## src/mpld_pkg.sv

```systemverilog
// Shared constants for the midpoint-to-line distance block.
`timescale 1ns / 1ps
package mpld_pkg;
  localparam int COORD_BITS_DEF = 16;
  localparam int FRAC_BITS_DEF  = 8;
  localparam int OUT_BITS       = 25;
  localparam int OUT_TDATA_W    = ((OUT_BITS + 7) / 8) * 8;
  localparam int FIFO_DEPTH     = 4;
endpackage

```

## src/mpld_fifo.sv

```systemverilog
// Short word queue between the front and back parts.
`timescale 1ns / 1ps
module mpld_fifo #(
  parameter int W = 8,
  localparam int DEPTH = mpld_pkg::FIFO_DEPTH,
  localparam int AW = $clog2(DEPTH)
) (
  input  logic         clk,
  input  logic         rst_n,
  input  logic         wr_valid,
  output logic         wr_ready,
  input  logic [W-1:0] wr_data,
  output logic         rd_valid,
  input  logic         rd_ready,
  output logic [W-1:0] rd_data,
  output logic         full
);
  logic [W-1:0]  mem [DEPTH];
  logic [AW-1:0] wp_r, rp_r;
  logic [AW:0]   cnt_r;
  logic          push, pop;

  assign full     = (cnt_r == (AW+1)'(DEPTH));
  assign wr_ready = !full;
  assign rd_valid = (cnt_r != '0);
  assign rd_data  = mem[rp_r];
  assign push     = wr_valid && !full;
  assign pop      = rd_valid && rd_ready;

  always_ff @(posedge clk) begin
    if (!rst_n) begin
      wp_r  <= '0;
      rp_r  <= '0;
      cnt_r <= '0;
    end else begin
      if (push) wp_r <= wp_r + 1'b1;
      if (pop) rp_r <= rp_r + 1'b1;
      cnt_r <= cnt_r + (AW+1)'(push) - (AW+1)'(pop);
    end
    if (push) begin
      mem[wp_r] <= wr_data;
    end
  end
endmodule

```

## config.mk

```make
export PLATFORM = sky130hd
export DESIGN_NAME = mpld_fifo
export DESIGN_NICKNAME = d
export VERILOG_FILES = /design/src/mpld_pkg.sv /design/src/mpld_fifo.sv
export SDC_FILE = /design/constraint.sdc
export NUM_CORES = 1
export LEC_CHECK = 0
export ABC_AREA = 0
export BUFFER_PORTS_ARGS = -buffer_cell sky130_fd_sc_hd__buf_2
export CAP_MARGIN = 40
export CORE_ASPECT_RATIO = 1.4
export CORE_MARGIN = 2
export CORE_UTILIZATION = 45
export CTS_CLUSTER_SIZE = 30
export DETAILED_ROUTE_END_ITERATION = 12
export GPL_TIMING_DRIVEN = 0
export HOLD_SLACK_MARGIN = 0.06
export PLACE_DENSITY = 0.73
export SYNTH_ARGS = -nofsm -noshare
export SYNTH_HDL_FRONTEND = slang
export SYNTH_SLANG_ARGS = --single-unit
```

## constraint.sdc

```tcl
create_clock -name clk -period 3 [get_ports clk]
set_input_delay 0.6 -clock clk [delete_from_list [all_inputs] [get_ports clk]]
set_output_delay 0.6 -clock clk [all_outputs]
set_load 0.02 [all_outputs]
```

# --- Word-level counts from Yosys, hierarchy flattened ---
# Memory sizes are Yosys's and may differ from the RTL's. A register that Yosys moved wholly into a read port is not among the register bits.
# Cells that the tools add are included.
op_classes:
  n_addsub: 4
  n_eq_ne: 1
  n_mux: 4
  n_reduce_logical: 4
ops:
  columns: ["op", "count"]
  rows:
  - ["2-bit by 1-bit adder with 2-bit output, second input constant", 2]
  - ["2-bit two-way mux", 2]
  - ["3-bit by 1-bit adder with 3-bit output", 1]
  - ["3-bit == test, second input constant", 1]
  - ["3-bit nonzero test", 1]
  - ["3-bit by 1-bit subtractor with 3-bit output", 1]
  - ["1-bit logical AND", 2]
  - ["1-bit two-way mux", 2]
  - ["1-bit logical NOT", 1]
word_totals:
  ff_bits: 7
  mem_bits_rw: 32
  in_bits: 12
  out_inout_bits: 11
  n_memories: 1
mem_list:
  columns: ["name", "words", "word_bits", "rd", "rd_ports_with_merged_regs", "wr", "line", "source"]
  rows:
  - ["mem", 4, 8, 1, 1, 1, "mpld_fifo.sv:18", "logic [W-1:0] mem [DEPTH];"]

# --- Depth between registers and ports, before layout ---
logic_depth:
  word_depth: 5
  depth_mapped: 14
  depth_no_buf: 13

# --- Least setup slack after synthesis ---
# No wires, ideal clock.
synth_path:
  kind: "reg-to-reg"
  from: "reg cnt_r[1]"
  to: "reg cnt_r[2]"
  t_arrival_ns: 2.256
  setup_slack_ns: 0.629
  stages_incl_launch_ff: 15
  synth_period_minus_slack_ns: 2.371
  cell_sequence: "dfxtp_1 nor2_2 nand2_2 inv_2 nor2b_2 buf_6 inv_1 ha_1 inv_1 ha_1 inv_1 fa_1 xnor2_1 xnor2_1 and2_1"
synth_between:
  elab_chain_cells: 5
  elab_cells_between_ends: 7
  cone_classes: "add/sub: 2; eq/ne: 1; reduce/logical: 4"
synth_lines:
  columns: ["element", "line", "source"]
  rows:
  - ["start: declaration", "mpld_fifo.sv:20", "logic [AW:0] cnt_r;"]
  - ["start signal: assignment", "mpld_fifo.sv:38", "cnt_r <= cnt_r + (AW+1)'(push) - (AW+1)'(pop);"]
  - ["3-bit == test", "mpld_fifo.sv:23", "assign full = (cnt_r == (AW+1)'(DEPTH));"]
  - ["1-bit logical NOT", null, null]
  - ["named net wr_ready", "mpld_fifo.sv:11", "output logic wr_ready,"]
  - ["1-bit logical AND", "mpld_fifo.sv:27", "assign push = wr_valid && !full;"]
  - ["3-bit by 1-bit adder with 3-bit output", "mpld_fifo.sv:38", null]
  - ["3-bit by 1-bit subtractor with 3-bit output", "mpld_fifo.sv:38", null]
# The timed path passes the listed nets, and every way through them passes these cells.
# A chain may end at the register's enable or synchronous reset.

# --- Worst setup path after layout ---
layout_path:
  from: "reg cnt_r[1]"
  to: "reg cnt_r[2]"
layout_between:
  elab_chain_cells: 5
  elab_cells_between_ends: 7
  cone_classes: "add/sub: 2; eq/ne: 1; reduce/logical: 4"
layout_lines:
  columns: ["element", "line"]
  rows:
  - ["3-bit == test", "mpld_fifo.sv:23"]
  - ["1-bit logical NOT", "mpld_fifo.sv:27"]
  - ["1-bit logical AND", "mpld_fifo.sv:27"]
  - ["3-bit by 1-bit adder with 3-bit output", "mpld_fifo.sv:38"]
  - ["3-bit by 1-bit subtractor with 3-bit output *", "mpld_fifo.sv:38"]
# Mark *: on every way between the ends. The rest lies on a longest branch, timed or not.

==> reports/results.ini <==
[routing]
wl_per_cell_um=13.8
drc_errors=0
ant_nets=0
avgViaCountPerCell=4.92
wirelength_um=2250
drt_iter0_markers=22
vias=802
drtPass1Iterations=4

[pwr]
power.total_mw=1.76
p_seq_share_pct=42.8
pwr_density_cell_mw_per_mm2=903
leakage_nw=0.716
p_int_mw=1.26
clock_power_share_pct=29.5
combPwrFrac_pct=27.7
ir_worst_vdd_mv=0.772
p_switching_mw=0.494
switching_share_pct=28.2

[worst_hold_path]
hold_class=reg2reg
hold_start=wp_r[1]

[floorplan]
die_h_um=75.7
core_sq_mm=0.00358
die_x_um=55.2
start_util_pct=46.1
io_pins=23
dieArea_sq_mm=0.00417
fp-row-count=26

[sta]
worst_pin_slew_ns=0.503
finalSetupViolations=0
setup_slack_ns=0.638
period_share_pct=78.7
max-slew-margin-rel_pct=66.5
skew_ns=0.00691
rsz0062_at_grt=false
min_period_ns=2.36
fmax_mhz=423
fin_tns_setup_ns=0
drv_slew=0
hold_viol=0

[synth]
synth_compound_gate_area_share_pct=1.59
synthAdderAreaFrac_pct=5.76
synth_cell_types=21
synthCells=92
synth.area.mux_share_pct=12.1
synth_xor_area_share_pct=2.12
ys_ff_latch=41
synth_area_sq_mm=0.00165
ys_seq_area_share_pct=69.1
syn-num-nets=111
synth.avg_cell_area_sq_um=17.9
yosys.area_share.simple_pct=6.44
ys_warn_count=0
synth_top_family_by_area=multiplexers

[clock_tree]
ctsResizeCount=0
cts_buffers=5
clk_latency_ns=0.29
cts_max_level=2
clock_path_buffers=2
cts_root_buf=clkbuf_8
clock-sinks=41
cts_hold_repair.buffers=0
tritoncts=done
cts_setup_buffers=0
clkTransAtPathRegs_ns=0.07

[global_route]
grt_start_max_net_pins=15
grt_use_total_pct=13.8
overflow=0
antenna_found_initial=0
grt_pass1_vias=834
grt_pass1_wl_um=3820

[cells_and_area]
antennaDiodeCount=0
final_cell_mix=edfxtp_1, buf_2, dfxtp_1
final_net_count=139
synthToLayoutAreaGrowth_pct=17.9
drive_gt1_share_pct=38.0
instances_no_fill=163
layout_commonest_cell=edfxtp_1
fin_util_pct=54.4
fillers=298

[setup_path]
crit_path_start_kind=flip-flop
r2r_cells=14
arrival_ns=2.55
crit_path_end_kind=flip-flop
endpoint=cnt_r[2]
r2r-start=cnt_r[1]
reg2reg_slack_ns=0.64
timing.rr.end=cnt_r[2]
crit_start=cnt_r[1]
critical_path_class=reg2reg
path_max_fanout=7
crit_required_ns=3.19

[status]
status=completed

[placed_design]
place_inst=155
dpl.hpwl_um=1630
gp_congestion=0.680
io_buffers=21
pre_cts_slack_ns=0.603

[job]
maxCapViolCount=0

## worst min path at each step
stage                endpoint  slack, ns  cells past startpoint
floorplan             wp_r[1]       0.47                      2
global placement      wp_r[1]       0.48                      2
detailed placement    wp_r[1]       0.50                      2
CTS                   wp_r[1]       0.51                      2
global route        mem[1][4]       0.51                      1
finish                wp_r[1]       0.50                      2
## power groups by stage
stage	clock, mW	sequential, mW	combinational, mW
2_1_floorplan	0	0.753	0.381
3_3_place_gp	0	0.759	0.485
3_5_place_dp	0	0.765	0.495
4_1_cts	0.532	0.753	0.498
5_1_grt	0.562	0.764	0.543
6_report	0.518	0.751	0.487
## flip-flops by register name (all words and copies together) (netlist names), named ones only
register and cells:
mem 32, cnt_r 3, rp_r 2, wp_r 2
## stage by stage
step           hold WS (ns)  cell area (sq um)
2_1_floorplan         0.468               1650
3_3_place_gp          0.479               1810
3_5_place_dp          0.498               1810
4_1_cts               0.508               1950
5_1_grt               0.505               1950
6_report              0.501               1950
## final cells by class
class | count | area (sq um) | share of cell area (%)
multi-input combinational | 41 | 463 | 23.8
timing repair buffer | 21 | 105 | 5.40
clock inverter | 3 | 68.8 | 3.54
sequential | 41 | 1140 | 58.6
tap | 42 | 52.6 | 2.70
inverter | 6 | 22.5 | 1.16
buffer | 4 | 23.8 | 1.22
clock buffer | 5 | 68.8 | 3.54
## critical path, stage by stage, from the launching register on
cell,delay [ns]
dfxtp_1,0.49
nor2_2,0.08
nand2_2,0.08
inv_2,0.04
nor2b_2,0.10
buf_6,0.12
inv_1,0.04
ha_1,0.27
inv_1,0.06
ha_1,0.13
inv_1,0.05
fa_1,0.37
xnor2_1,0.14
xnor2_1,0.13
and2_1,0.16
## Yosys cell counts
| cell | number | area share, % |
|---|---|---|
| and2_1 | 7 | 2.7 |
| buf_2 | 1 | 0.30 |
| buf_6 | 1 | 0.68 |
| clkbuf_1 | 2 | 0.46 |
| dfxtp_1 | 9 | 11 |
| edfxtp_1 | 32 | 58 |
| fa_1 | 1 | 1.2 |
| ha_1 | 6 | 4.5 |
| inv_1 | 5 | 1.1 |
| inv_2 | 1 | 0.23 |
| mux2i_1 | 2 | 1.2 |
| mux4_2 | 8 | 11 |
| nand2_1 | 4 | 0.91 |
| nand2_2 | 1 | 0.38 |
| nor2_2 | 1 | 0.38 |
| nor2b_1 | 3 | 1.1 |
| nor2b_2 | 1 | 0.53 |
| o311ai_2 | 1 | 0.99 |
| o31a_2 | 1 | 0.61 |
| or3_2 | 1 | 0.46 |
| xnor2_1 | 4 | 2.1 |
## kinds of logic after synthesis
family | after synthesis
xor+xnor | 4
mux | 10
compound gates | 2
fa+ha+maj | 7
flops | 41
buf+inv | 10
simple gates | 18
## layer usage
layer  vias up  wire length (um)  track usage, %
li1        394                 -               -
met1       377               844            16.0
met2        26              1200            22.1
met3         5               156            5.29
met4         0                49            6.50
met5         -                 0               0
Power figures use the tool's default switching activity.
