[config.mk]
export PLATFORM = sky130hd
export DESIGN_NAME = mpld_front
export DESIGN_NICKNAME = d
export VERILOG_FILES = /design/src/mpld_pkg.sv /design/src/mpld_front.sv
export SDC_FILE = /design/constraint.sdc
export NUM_CORES = 1
export LEC_CHECK = 0
export BUFFER_PORTS_ARGS = -buffer_cell sky130_fd_sc_hd__buf_2
export CAP_MARGIN = 20
export CORE_MARGIN = 8
export CORE_UTILIZATION = 50
export DETAILED_ROUTE_END_ITERATION = 12
export GPL_TIMING_DRIVEN = 0
export PLACE_DENSITY = 0.8
export SLEW_MARGIN = 30
export SYNTH_ARGS = -nofsm -noshare
export SYNTH_HDL_FRONTEND = slang
export SYNTH_SLANG_ARGS = --single-unit
export TNS_END_PERCENT = 10
[constraint.sdc]
create_clock -name clk -period 5.2 [get_ports clk]
set_input_delay 0.52 -clock clk [delete_from_list [all_inputs] [get_ports clk]]
set_output_delay 0.52 -clock clk [all_outputs]
set_load 0.02 [all_outputs]
[src/mpld_pkg.sv]
// Shared constants for the midpoint-to-line distance block.
`timescale 1ns / 1ps
package mpld_pkg;
  localparam int COORD_BITS_DEF = 16;
  localparam int FRAC_BITS_DEF  = 8;
  localparam int OUT_BITS       = 25;
  localparam int OUT_TDATA_W    = ((OUT_BITS + 7) / 8) * 8;
  localparam int FIFO_DEPTH     = 4;
endpackage

[src/mpld_front.sv]
// Front stage: midpoint, line coefficients A and B, degenerate check.
`timescale 1ns / 1ps
module mpld_front #(
  parameter int COORD_BITS = mpld_pkg::COORD_BITS_DEF,
  localparam int CB = COORD_BITS,
  localparam int FW = 2 * (CB + 1) + 6 * CB + 1
) (
  input  logic          clk,
  input  logic          rst_n,
  input  logic          in_valid,
  output logic          in_ready,
  input  logic [8*CB-1:0] in_data,
  output logic          f_valid,
  input  logic          f_ready,
  output logic [FW-1:0] f_data
);
  logic signed [CB-1:0] ax, ay, bx, by, x1, y1, x2, y2;
  logic signed [CB:0]   sx, sy, a, b;
  logic signed [CB:0]   hx, hy;
  logic                 deg;
  logic                 v_r;
  logic [FW-1:0]        d_r;

  assign ax = in_data[0*CB +: CB];
  assign ay = in_data[1*CB +: CB];
  assign bx = in_data[2*CB +: CB];
  assign by = in_data[3*CB +: CB];
  assign x1 = in_data[4*CB +: CB];
  assign y1 = in_data[5*CB +: CB];
  assign x2 = in_data[6*CB +: CB];
  assign y2 = in_data[7*CB +: CB];

  always_comb begin
    sx  = (CB+1)'(ax) + (CB+1)'(bx);
    sy  = (CB+1)'(ay) + (CB+1)'(by);
    // halve with truncation toward zero
    hx  = (sx + (CB+1)'(sx[CB])) >>> 1;
    hy  = (sy + (CB+1)'(sy[CB])) >>> 1;
    a   = (CB+1)'(y2) - (CB+1)'(y1);
    b   = (CB+1)'(x1) - (CB+1)'(x2);
    deg = (a == '0) && (b == '0);
  end

  assign in_ready = !v_r || f_ready;
  assign f_valid  = v_r;
  assign f_data   = d_r;

  always_ff @(posedge clk) begin
    if (!rst_n) begin
      v_r <= 1'b0;
    end else if (in_ready) begin
      v_r <= in_valid;
    end
    if (in_ready && in_valid) begin
      d_r <= {deg, y2, x2, y1, x1, hy[CB-1:0], hx[CB-1:0], b, a};
    end
  end
endmodule

== After elaboration in Yosys (flattened, before gate mapping) ==
Cells that the tools add are included.

* Bits in registers: 132
* Bits of input ports: 132
* Word-level logic and storage cells: 14

* $add $sub $neg: 6
* Reductions and logical operators: 6

{| class="wikitable"
|+ Operators with widths
! operator !! count
|-
| adder 16 x 16 -> 17 bit || 2
|-
| adder 17 x 1 -> 17 bit || 2
|-
| logical NOT 17 bit || 2
|-
| subtractor 16 x 16 -> 17 bit || 2
|-
| logical AND 1 bit || 2
|-
| logical NOT 1 bit || 1
|-
| logical OR 1 bit || 1
|}

== Longest topological paths before layout ==
Gate-level depths: netlist (run 1).

* Word-level depth: 3
* Mapped depth: 13
* Depth with buffers taken out: 13

== Worst setup path after synthesis (run 1) ==
OpenSTA, ideal clock, no wires.

* Path type: input to register
* From: input port f_ready
* To: register d_r[0], in the netlist f_data[0] (enable)
* Arrival time: 3.824 ns
* Data required time: 4.695 ns
* Setup slack: 0.871 ns
* Cell stages on the path: 2
* Buffers on the path: 0
* Cell sequence: nand2b_1 and2_1

* Word-level cells in the longest chain between the ends: 2

{| class="wikitable"
|+ RTL lines
! element !! line !! RTL
|-
| from (decl) || mpld_front.sv:14 || <nowiki>input logic f_ready,</nowiki>
|-
| logical OR 1 bit || mpld_front.sv:44 || <nowiki>assign in_ready = !v_r || f_ready;</nowiki>
|-
| logical AND 1 bit || mpld_front.sv:54 || <nowiki>if (in_ready && in_valid) begin</nowiki>
|-
| to (signal assigned) || mpld_front.sv:55 || <nowiki>d_r <= {deg, y2, x2, y1, x1, hy[CB-1:0], hx[CB-1:0], b, a};</nowiki>
|-
| to (decl) || mpld_front.sv:22 || <nowiki>logic [FW-1:0] d_r;</nowiki>
|}

Every way passes these cells.
A chain may end at the register's enable or synchronous reset.

== Worst setup path in the final report (run 1) ==
* From: input port in_data[112]
* To: register d_r[130], in the netlist f_data[130], data pin

* Word-level cells in the longest chain between the ends: 3

{| class="wikitable"
|+ RTL lines
! element !! line !! RTL
|-
| from (decl) || mpld_front.sv:12 || <nowiki>input logic [8*CB-1:0] in_data,</nowiki>
|-
| subtractor 16 x 16 -> 17 bit || mpld_front.sv:39 || <nowiki>a = (CB+1)'(y2) - (CB+1)'(y1);</nowiki>
|-
| net a[1] || mpld_front.sv:18 || <nowiki>logic signed [CB:0] sx, sy, a, b;</nowiki>
|-
| logical NOT 17 bit || mpld_front.sv:41 || <nowiki>deg = (a == '0) && (b == '0);</nowiki>
|-
| logical AND 1 bit || mpld_front.sv:41 ||
|-
| net deg || mpld_front.sv:20 || <nowiki>logic deg;</nowiki>
|}

The timed path passes the listed nets, and every way through them passes these cells.

==> summary.txt, run 1 <==
count of cell types in the netlist: 67
post-DP HPWL: 15500 um
minimum clock period: 3120 ps
Antenna Nets Post-Route: 0
Syn Inst Count: 681
DRT Pass-1 Iters: 5
starting density of the core: 51.2%
TNS Setup: 0 ps
most frequent cell after synthesis: edfxtp_1
Worst EP required: 5420 ps
syn avg cell area: 11.5 um^2
Clock Skew: 8.46 ps
post_cts resized: 0
io pins: 265
initial drt markers: 333
Fill cells: 1240
arrival time at the worst endpoint: 3340 ps
Clock Latency Late Sink: 410 ps
Worst VDD drop: 0.000246 V
Post-CTS Setup Inserts: 0
maximum clock rate: 321 MHz
FP Rows: 45
Synth Warn #: 0
Setup crit end kind: flip-flop
global-route wire length before repair: 29400 um
initial antenna violation count: 2
hold buffers post-CTS: 0
core area: 15300 um^2
root buf cell: clkbuf_16
RSZ-0062 raised after global routing: false
IO Port Bufs: 264
Leak: 4.41 nW
Hold Crit Class: in2reg
chip height: 141 um
largest cells by area after synthesis: edfxtp_1 50%, ha_1 10%, xnor2_1 4.4%, xor2_1 3.6%, inv_1 3.1%
fraction of layout cells with a size suffix above 1: 32.1%
Vias: 6211
final wirelength: 18900 um
pins over their slew limit: 0
Final Wtd Congestion: 0.839
Synth area leader: edfxtp_1
Via density: 5.21
Max-cap violations: 0
final hold violation count: 0
# DRC: 0
P per Cell Area: 333 nW/um^2
WL/cell: 15.9 um
Crit Path Class: in2reg
outcome: complete, no violations
clock-pin slew on the worst setup and hold paths: 60 ps
buffer depth of the longest clock path: 2
r2r setup slk: 3610 ps
Total Routing Usage GR: 18.6%
CTS Buf Count: 17
Max H-tree Level: 4
utilization after layout: 65.7%
Relative slew margins: 51.1%
Design Area, Final: 10000 um^2
fin crit share: 59.9%
fin nets: 1166
die area: 19900 um^2
syn_nets: 881
Yosys reg bits: 132
top cells by count, synth: 131 x edfxtp_1, 64 x ha_1, 64 x inv_1
Post-DP Area: 9440 um^2
Sink Count: 132
synthesized area: 7810 um^2
number of synthesized flops with an enable pin: 131
Final setup viols: 0
Congestion Overflow GR: 0
post-synth top area share: 50.4%
CP Max Fanout: 2
post-synthesis sequential area ratio: 50.6%
predominant post-synthesis flop cell: edfxtp_1
vias in the first global route: 5980
CTS tree: built
Worst Tran Pin Value: 724 ps
Area Overhead vs Synth: 28.4%
Die W: 141 um
pin count of the biggest net entering global routing: 53
Async SR Flop Fraction: 0%
crit start category: primary input
## cell families after synthesis
kind of cell / count (synthesis) / synth area share, %
compound gates: 164 / 14.5
simple gates: 176 / 11.9
xor+xnor: 72 / 8.17
mux: 2 / 0.288
buf+inv: 67 / 3.24
fa+ha+maj: 68 / 11.3
flops: 132 / 50.6
## flip-flops by register name, indices dropped and copies added (netlist names)
name and flops:
f_valid 1, f_data 131
## final timing paths
path | startpoint | to | cells after the start
setup / recovery | in_data[112] | f_data[130] | 13
hold / removal | in_data[84] | f_data[86] | 1
setup reg to reg | f_valid | f_data[3] | 3
hold reg to reg | f_valid | f_valid | 2
## metal layers
layer / vias up / global-route usage (%) / share of wire (%)
li1: 3117 / - / -
met1: 2846 / 20.7 / 40
met2: 212 / 32.4 / 49
met3: 32 / 5.98 / 8.2
met4: 4 / 7.18 / 1.9
met5: - / 0 / 0.12
## layout by cell type (no fill, tap or decap), drive strengths merged, types with 5 or more instances in the layout
cell / Yosys / routed
o21bai: 5 / 5
a31oi: 5 / 5
a21oi: 37 / 37
o211ai: 9 / 9
nand2b: 11 / 11
xnor2: 39 / 39
o21ai: 31 / 31
a211oi: 14 / 14
edfxtp: 131 / 131
xor2: 33 / 33
nor2: 49 / 49
o21a: 17 / 17
a21boi: 5 / 5
and3: 6 / 6
buf: 1 / 267
nor4: 10 / 10
nand3: 15 / 15
clkbuf: 2 / 20
nor3: 21 / 21
a21o: 11 / 11
nand2: 31 / 31
inv: 64 / 68
nand4: 5 / 5
ha: 64 / 64
nor2b: 7 / 7
## layout make-up
class / count / area, um^2 / share of cell area, %
clock inverter: 14 / 151 / 1.51
sequential: 132 / 3950 / 39.4
multi-input combinational: 482 / 3600 / 35.9
buffer: 3 / 12.5 / 0.125
tap: 211 / 264 / 2.63
antenna: 1 / 2.50 / 0.0250
clock buffer: 18 / 429 / 4.28
timing repair buffer: 266 / 1370 / 13.7
inverter: 64 / 240 / 2.40
## worst max-delay path, cell delays in order
cell and delay [ps]:
buf_2 100, inv_1 40, ha_1 200, fa_1 480, inv_1 50, nor4_1 350
o211ai_1 150, a2111oi_0 520, o2111ai_1 240, nor4_1 210, and4_1 210, nand4_1 80
nor4_1 190
## power by group
group / internal (mW) / total (mW) / switching [mW]
Sequential: 1.31 / 1.33 / 0.0233
Clock: 0.709 / 1.16 / 0.451
Combinational: 0.322 / 0.848 / 0.525
Total: 2.34 / 3.34 / 1.00
## metrics by stage
stage / setup slack (ps) / std cells / hold WS (ps) / power (mW)
2_1_floorplan: 871 / 681 / 619 / 1.94
3_3_place_gp: -131 / 1156 / 504 / 2.19
3_5_place_dp: 1540 / 1158 / 526 / 2.20
4_1_cts: 1960 / 1190 / 281 / 3.37
5_1_grt: 1630 / 1190 / 277 / 3.49
6_report: 2080 / 1191 / 295 / 3.34
No activity file was read; power rests on OpenSTA's default activity.
==> run 2: changes to the inputs <==
--- a/config.mk
+++ b/config.mk
@@ -8,10 +8,10 @@
 export BUFFER_PORTS_ARGS = -buffer_cell sky130_fd_sc_hd__buf_2
 export CAP_MARGIN = 20
 export CORE_MARGIN = 8
-export CORE_UTILIZATION = 50
+export CORE_UTILIZATION = 46
 export DETAILED_ROUTE_END_ITERATION = 12
 export GPL_TIMING_DRIVEN = 0
-export PLACE_DENSITY = 0.8
+export PLACE_DENSITY = 0.77
 export SLEW_MARGIN = 30
 export SYNTH_ARGS = -nofsm -noshare
 export SYNTH_HDL_FRONTEND = slang
==> constraint.sdc (replaced) <==
create_clock -name clk -period 2.6 [get_ports clk]
set_input_delay 0.26 -clock clk [delete_from_list [all_inputs] [get_ports clk]]
set_output_delay 0.26 -clock clk [all_outputs]
set_load 0.02 [all_outputs]
==> summary.txt, run 2 (same netlist as run 1, synthesis figures left out) <==
Final setup viols: 1
Reg area: 3950 um^2
global-route wire length before repair: 32300 um
r2r setup slk: 940 ps
arrival time at the worst endpoint: 2860 ps
maximum clock rate: 378 MHz
CTS tree: built
hold_ws: 37.6 ps
vias in the first global route: 6515
P per Cell Area: 668 nW/um^2
clock-pin slew on the worst setup and hold paths: 60 ps
Leak: 4.50 nW
Post-DP Area: 9490 um^2
fraction of layout cells with a size suffix above 1: 36.9%
highest-count cells in the layout ignoring fill and taps: 260 x buf_2, 131 x edfxtp_1, 58 x inv_1, 58 x ha_1, 48 x nor2_1
Crit Path Class: in2reg
outcome: complete, but fails checks
post-DP HPWL: 16000 um
violated checks: setup timing
Clock Latency Late Sink: 410 ps
buffer depth of the longest clock path: 2
Via density: 5.26
Die W: 146 um
Sink Count: 132
area of the multi-input gates: 3880 um^2
pre-CTS setup slack: -1070 ps
pins over their slew limit: 0
Area Overhead vs Synth: 33.9%
most common cell after layout, fill and taps aside: buf_2
IO Port Bufs: 264
Worst Tran Pin Value: 623 ps
utilization after layout: 63.1%
final hold violation count: 0
initial antenna violation count: 0
Antenna Nets Post-Route: 0
chip height: 146 um
starting density of the core: 47.1%
Max-cap violations: 0
core area: 16600 um^2
Largest register FFs: 131
io pins: 265
crit start category: primary input
Design Area, Final: 10500 um^2
Total Routing Usage GR: 18.4%
Max H-tree Level: 4
Congestion Overflow GR: 0
DRT Pass-1 Iters: 4
Relative slew margins: 58.2%
fin crit share: 102%
Hold Crit Class: in2reg
Antenna Diode Count: 0
initial drt markers: 333
FP Rows: 47
Final Wtd Congestion: 0.871
Fill cells: 1318
CTS Buf Count: 17
Clock Skew: 11.8 ps
pin count of the biggest net entering global routing: 48
RSZ-0062 raised after global routing: true
CP Max Fanout: 2
minimum clock period: 2640 ps
Worst EP required: 2820 ps
# DRC: 0
root buf cell: clkbuf_16
Final WS setup: -43.9 ps
die area: 21400 um^2
Setup crit end kind: flip-flop
WL/cell: 16.9 um
final wirelength: 20400 um
fin nets: 1175
Worst VDD drop: 0.000360 V
Vias: 6347
run 2: repair_timing:
| action | CTS | global route |
|---|---|---|
| endpoints found under the hold margin | 0 | 0 |
| setup buffers | 2 | 7 |
| endpoints found under the setup margin | 7 | 15 |
| gates cloned | 0 | 0 |
| resized for setup | 26 | 39 |
| hold buffers | 0 | 0 |
| pin swaps | 16 | 25 |
run 2: through the flow:
stage / power, mW / cells / setup TNS [ps]
after floorplan: 3.87 / 681 / -663
after global placement: 4.38 / 1165 / -7610
after detailed placement: 4.43 / 1167 / -8980
after CTS: 6.97 / 1200 / -504
after global routing: 7.29 / 1207 / -604
final: 6.99 / 1207 / -43.9
run 2: area by class of cell:
class | instances | share of cell area, %
plain buffers | 3 | 0.179
clock buffers | 20 | 4.18
clock inverters | 11 | 1.70
inverters | 64 | 2.32
multi-input cells | 482 | 37.1
flip-flops and latches | 132 | 37.8
well taps | 220 | 2.63
repair buffers | 275 | 14.0
run 2: worst max-delay path, stage by stage:
cell and delay [ps]:
buf_2 110, inv_1 90, ha_1 230, nor2b_1 170, o21ai_0 140, or3b_4 420, a2111oi_4 380, o2111ai_2 190
nor4_1 240, and4_1 230, nand4_1 190, nor4_4 210
run 2: final timing paths:
kind	from	endpoint	cells past startpoint
worst max-delay path	in_data[97]	f_data[130]	12
worst min register to register	f_valid	f_valid	2
worst min-delay path	in_data[80]	f_data[82]	1
worst max register to register	f_valid	f_data[10]	3
run 2: metal layers:
metal | vias to the layer above | track usage [%] | wire length, um
li1 | 3139 | - | -
met1 | 2951 | 20.9 | 8320
met2 | 236 | 32.8 | 10400
met3 | 21 | 5.50 | 1360
met4 | 0 | 5.10 | 282
met5 | - | 0 | 0
run 2: power by group:
part	leakage [nW]	internal, mW	total, mW	switching, mW
combinational	2.94	0.701	1.83	1.12
clock	0.287	1.61	2.50	0.889
sequential	1.28	2.62	2.66	0.0487
total	4.50	4.93	6.99	2.06
==> run 3: changes to the inputs <==
--- a/config.mk
+++ b/config.mk
@@ -8,10 +8,11 @@
 export BUFFER_PORTS_ARGS = -buffer_cell sky130_fd_sc_hd__buf_2
 export CAP_MARGIN = 20
 export CORE_MARGIN = 8
-export CORE_UTILIZATION = 46
+export CORE_UTILIZATION = 50
 export DETAILED_ROUTE_END_ITERATION = 12
 export GPL_TIMING_DRIVEN = 0
-export PLACE_DENSITY = 0.77
+export MAX_ROUTING_LAYER = met4
+export PLACE_DENSITY = 0.8
 export SLEW_MARGIN = 30
 export SYNTH_ARGS = -nofsm -noshare
 export SYNTH_HDL_FRONTEND = slang
==> constraint.sdc (replaced) <==
create_clock -name clk -period 3.3 [get_ports clk]
set_input_delay 0.33 -clock clk [delete_from_list [all_inputs] [get_ports clk]]
set_output_delay 0.33 -clock clk [all_outputs]
set_load 0.02 [all_outputs]
==> summary.txt, run 3 (same netlist as run 1, synthesis figures left out) <==
Comb pwr share: 25.0%
outcome: complete, no violations
FP Rows: 45
fraction of layout cells with a size suffix above 1: 32.1%
# DRC: 0
IO Port Bufs: 264
R2R Path Start: f_valid
pin count of the biggest net entering global routing: 43
clock power share: 36.0%
Setup crit end kind: flip-flop
post-DP HPWL: 16000 um
utilization after layout: 66.0%
r2r setup slk: 1640 ps
Max-cap violations: 0
Vias: 6204
CTS tree: built
TNS Setup: 0 ps
fin crit share: 87.4%
Area Overhead vs Synth: 29.0%
Congestion Overflow GR: 0
P per Cell Area: 535 nW/um^2
pins over their slew limit: 0
pre-CTS setup slack: -129 ps
switching share of power: 28.9%
Worst VDD drop: 0.000316 V
CP max-delay cell: fa_1
Sink Count: 132
DRT Pass-1 Iters: 5
CTS Buf Count: 17
r2r worst-path depth: 4
CP Max Fanout: 2
Worst Tran Pin Value: 831 ps
buffer depth of the longest clock path: 2
Antenna Nets Post-Route: 0
initial drt markers: 298
Inst Count DP: 1159
crit start category: primary input
crit path capture: f_data[130]
Max stage delay on crit path: 490 ps
WL/cell: 16.3 um
arrival time at the worst endpoint: 3110 ps
starting density of the core: 51.2%
chip height: 141 um
Total Routing Usage GR: 19.9%
Final WS setup: 415 ps
Clock Latency Late Sink: 410 ps
clock-pin slew on the worst setup and hold paths: 60 ps
CP bufs+invs: 3
minimum clock period: 2890 ps
maximum clock rate: 347 MHz
Largest register FFs: 131
die area: 19900 um^2
initial antenna violation count: 2
post_cts resized: 0
CP cell instances: buf_2 -> inv_1 -> ha_1 -> fa_1 -> inv_1 -> nor4_1 -> o211ai_1 -> a2111oi_0 -> o2111ai_1 -> nor4_1 -> and4_1 -> nand4_1 -> nor4_1
hold buffers post-CTS: 0
most used cell along the critical path: nor4_1
P_int: 3.83 mW
io pins: 265
final hold violation count: 0
final cell count without fillers: 1192
Crit Path Class: in2reg
Relative slew margins: 43.9%
sw power: 1.56 mW
most common cell after layout, fill and taps aside: buf_2
highest-count cells in the layout ignoring fill and taps: 265 x buf_2, 131 x edfxtp_1, 64 x inv_1, 64 x ha_1, 49 x nor2_1
vias in the first global route: 6286
fin nets: 1167
Fill cells: 1206
Worst path depth: 13
Post-CTS Setup Inserts: 0
reg2reg end: f_data[118]
RSZ-0062 raised after global routing: false
Flop pwr share: 39.0%
global-route wire length before repair: 30700 um
root buf cell: clkbuf_16
Leak: 4.44 nW
CP top delay family: simple AND/OR/NAND/NOR gates
Final setup viols: 0
Final Wtd Congestion: 0.840
Die W: 141 um
Via density: 5.20
Clock Skew: 6.53 ps
core area: 15300 um^2
hold_ws: 106 ps
Hold Crit Class: in2reg
Worst EP required: 3530 ps
Crit. Startpoint: in_data[112]
Max H-tree Level: 4
final wirelength: 19500 um
[run 3: cell count changes in the layout (fill, tap and decap cells not counted), moves of 5 or more]
| cell | change |
|---|---|
| ha_1 | +6 |
| ha_4 | -6 |
| a21oi_1 | +5 |
| buf_6 | -5 |
| buf_4 | -8 |
| buf_2 | +5 |
| a21oi_2 | -5 |
| inv_2 | -5 |
| inv_1 | +6 |
[run 3: worst register-to-register path: stages (launching register included)]
cell	delay (ps)
dfxtp_1	300
nand2b_1	90
and2_4	430
buf_12	250
buf_12	250
[run 3: cell type report]
type                    count  area, um^2  area share (%)
inverters                  64         240            2.39
well taps                 211         264            2.62
multi-input cells         482        3600            35.8
plain buffers               3        12.5           0.124
clock buffers              17         425            4.22
clock inverters            14         184            1.83
flip-flops and latches    132        3950            39.3
repair buffers            267        1380            13.7
diodes                      2        5.00          0.0497
[run 3: power by group through the flow]
stage	registers [mW]	clock network (mW)	logic, mW
detailed placement	2.13	0	1.35
CTS	2.10	1.97	1.35
global route	2.11	2.04	1.47
global placement	2.14	0	1.30
floorplan	2.34	0	0.704
finish	2.10	1.94	1.34
[run 3: worst min path at each step]
stage          cells past startpoint          end   startpoint  slack (ps)
2_1_floorplan                      0  f_data[100]  in_data[98]         430
3_3_place_gp                       2      f_valid      f_valid         500
3_5_place_dp                       1   f_data[86]  in_data[84]         520
4_1_cts                            1   f_data[86]  in_data[84]          90
5_1_grt                            1   f_data[88]  in_data[86]          90
6_report                           1   f_data[86]  in_data[84]         110
[run 3: metrics by stage]
stage               area (um^2)  power, mW
finish                    10100       5.38
global route              10100       5.62
CTS                       10100       5.42
detailed placement         9460       3.48
global placement           9400       3.44
floorplan                  7810       3.05
[run 3: per-layer routing]
layer,vias to the layer above,global-route usage [%],routed length [um]
li1,3123,-,-
met1,2836,21.5,7840
met2,217,35.1,9940
met3,28,5.27,1360
met4,0,6.56,346
met5,-,-,0
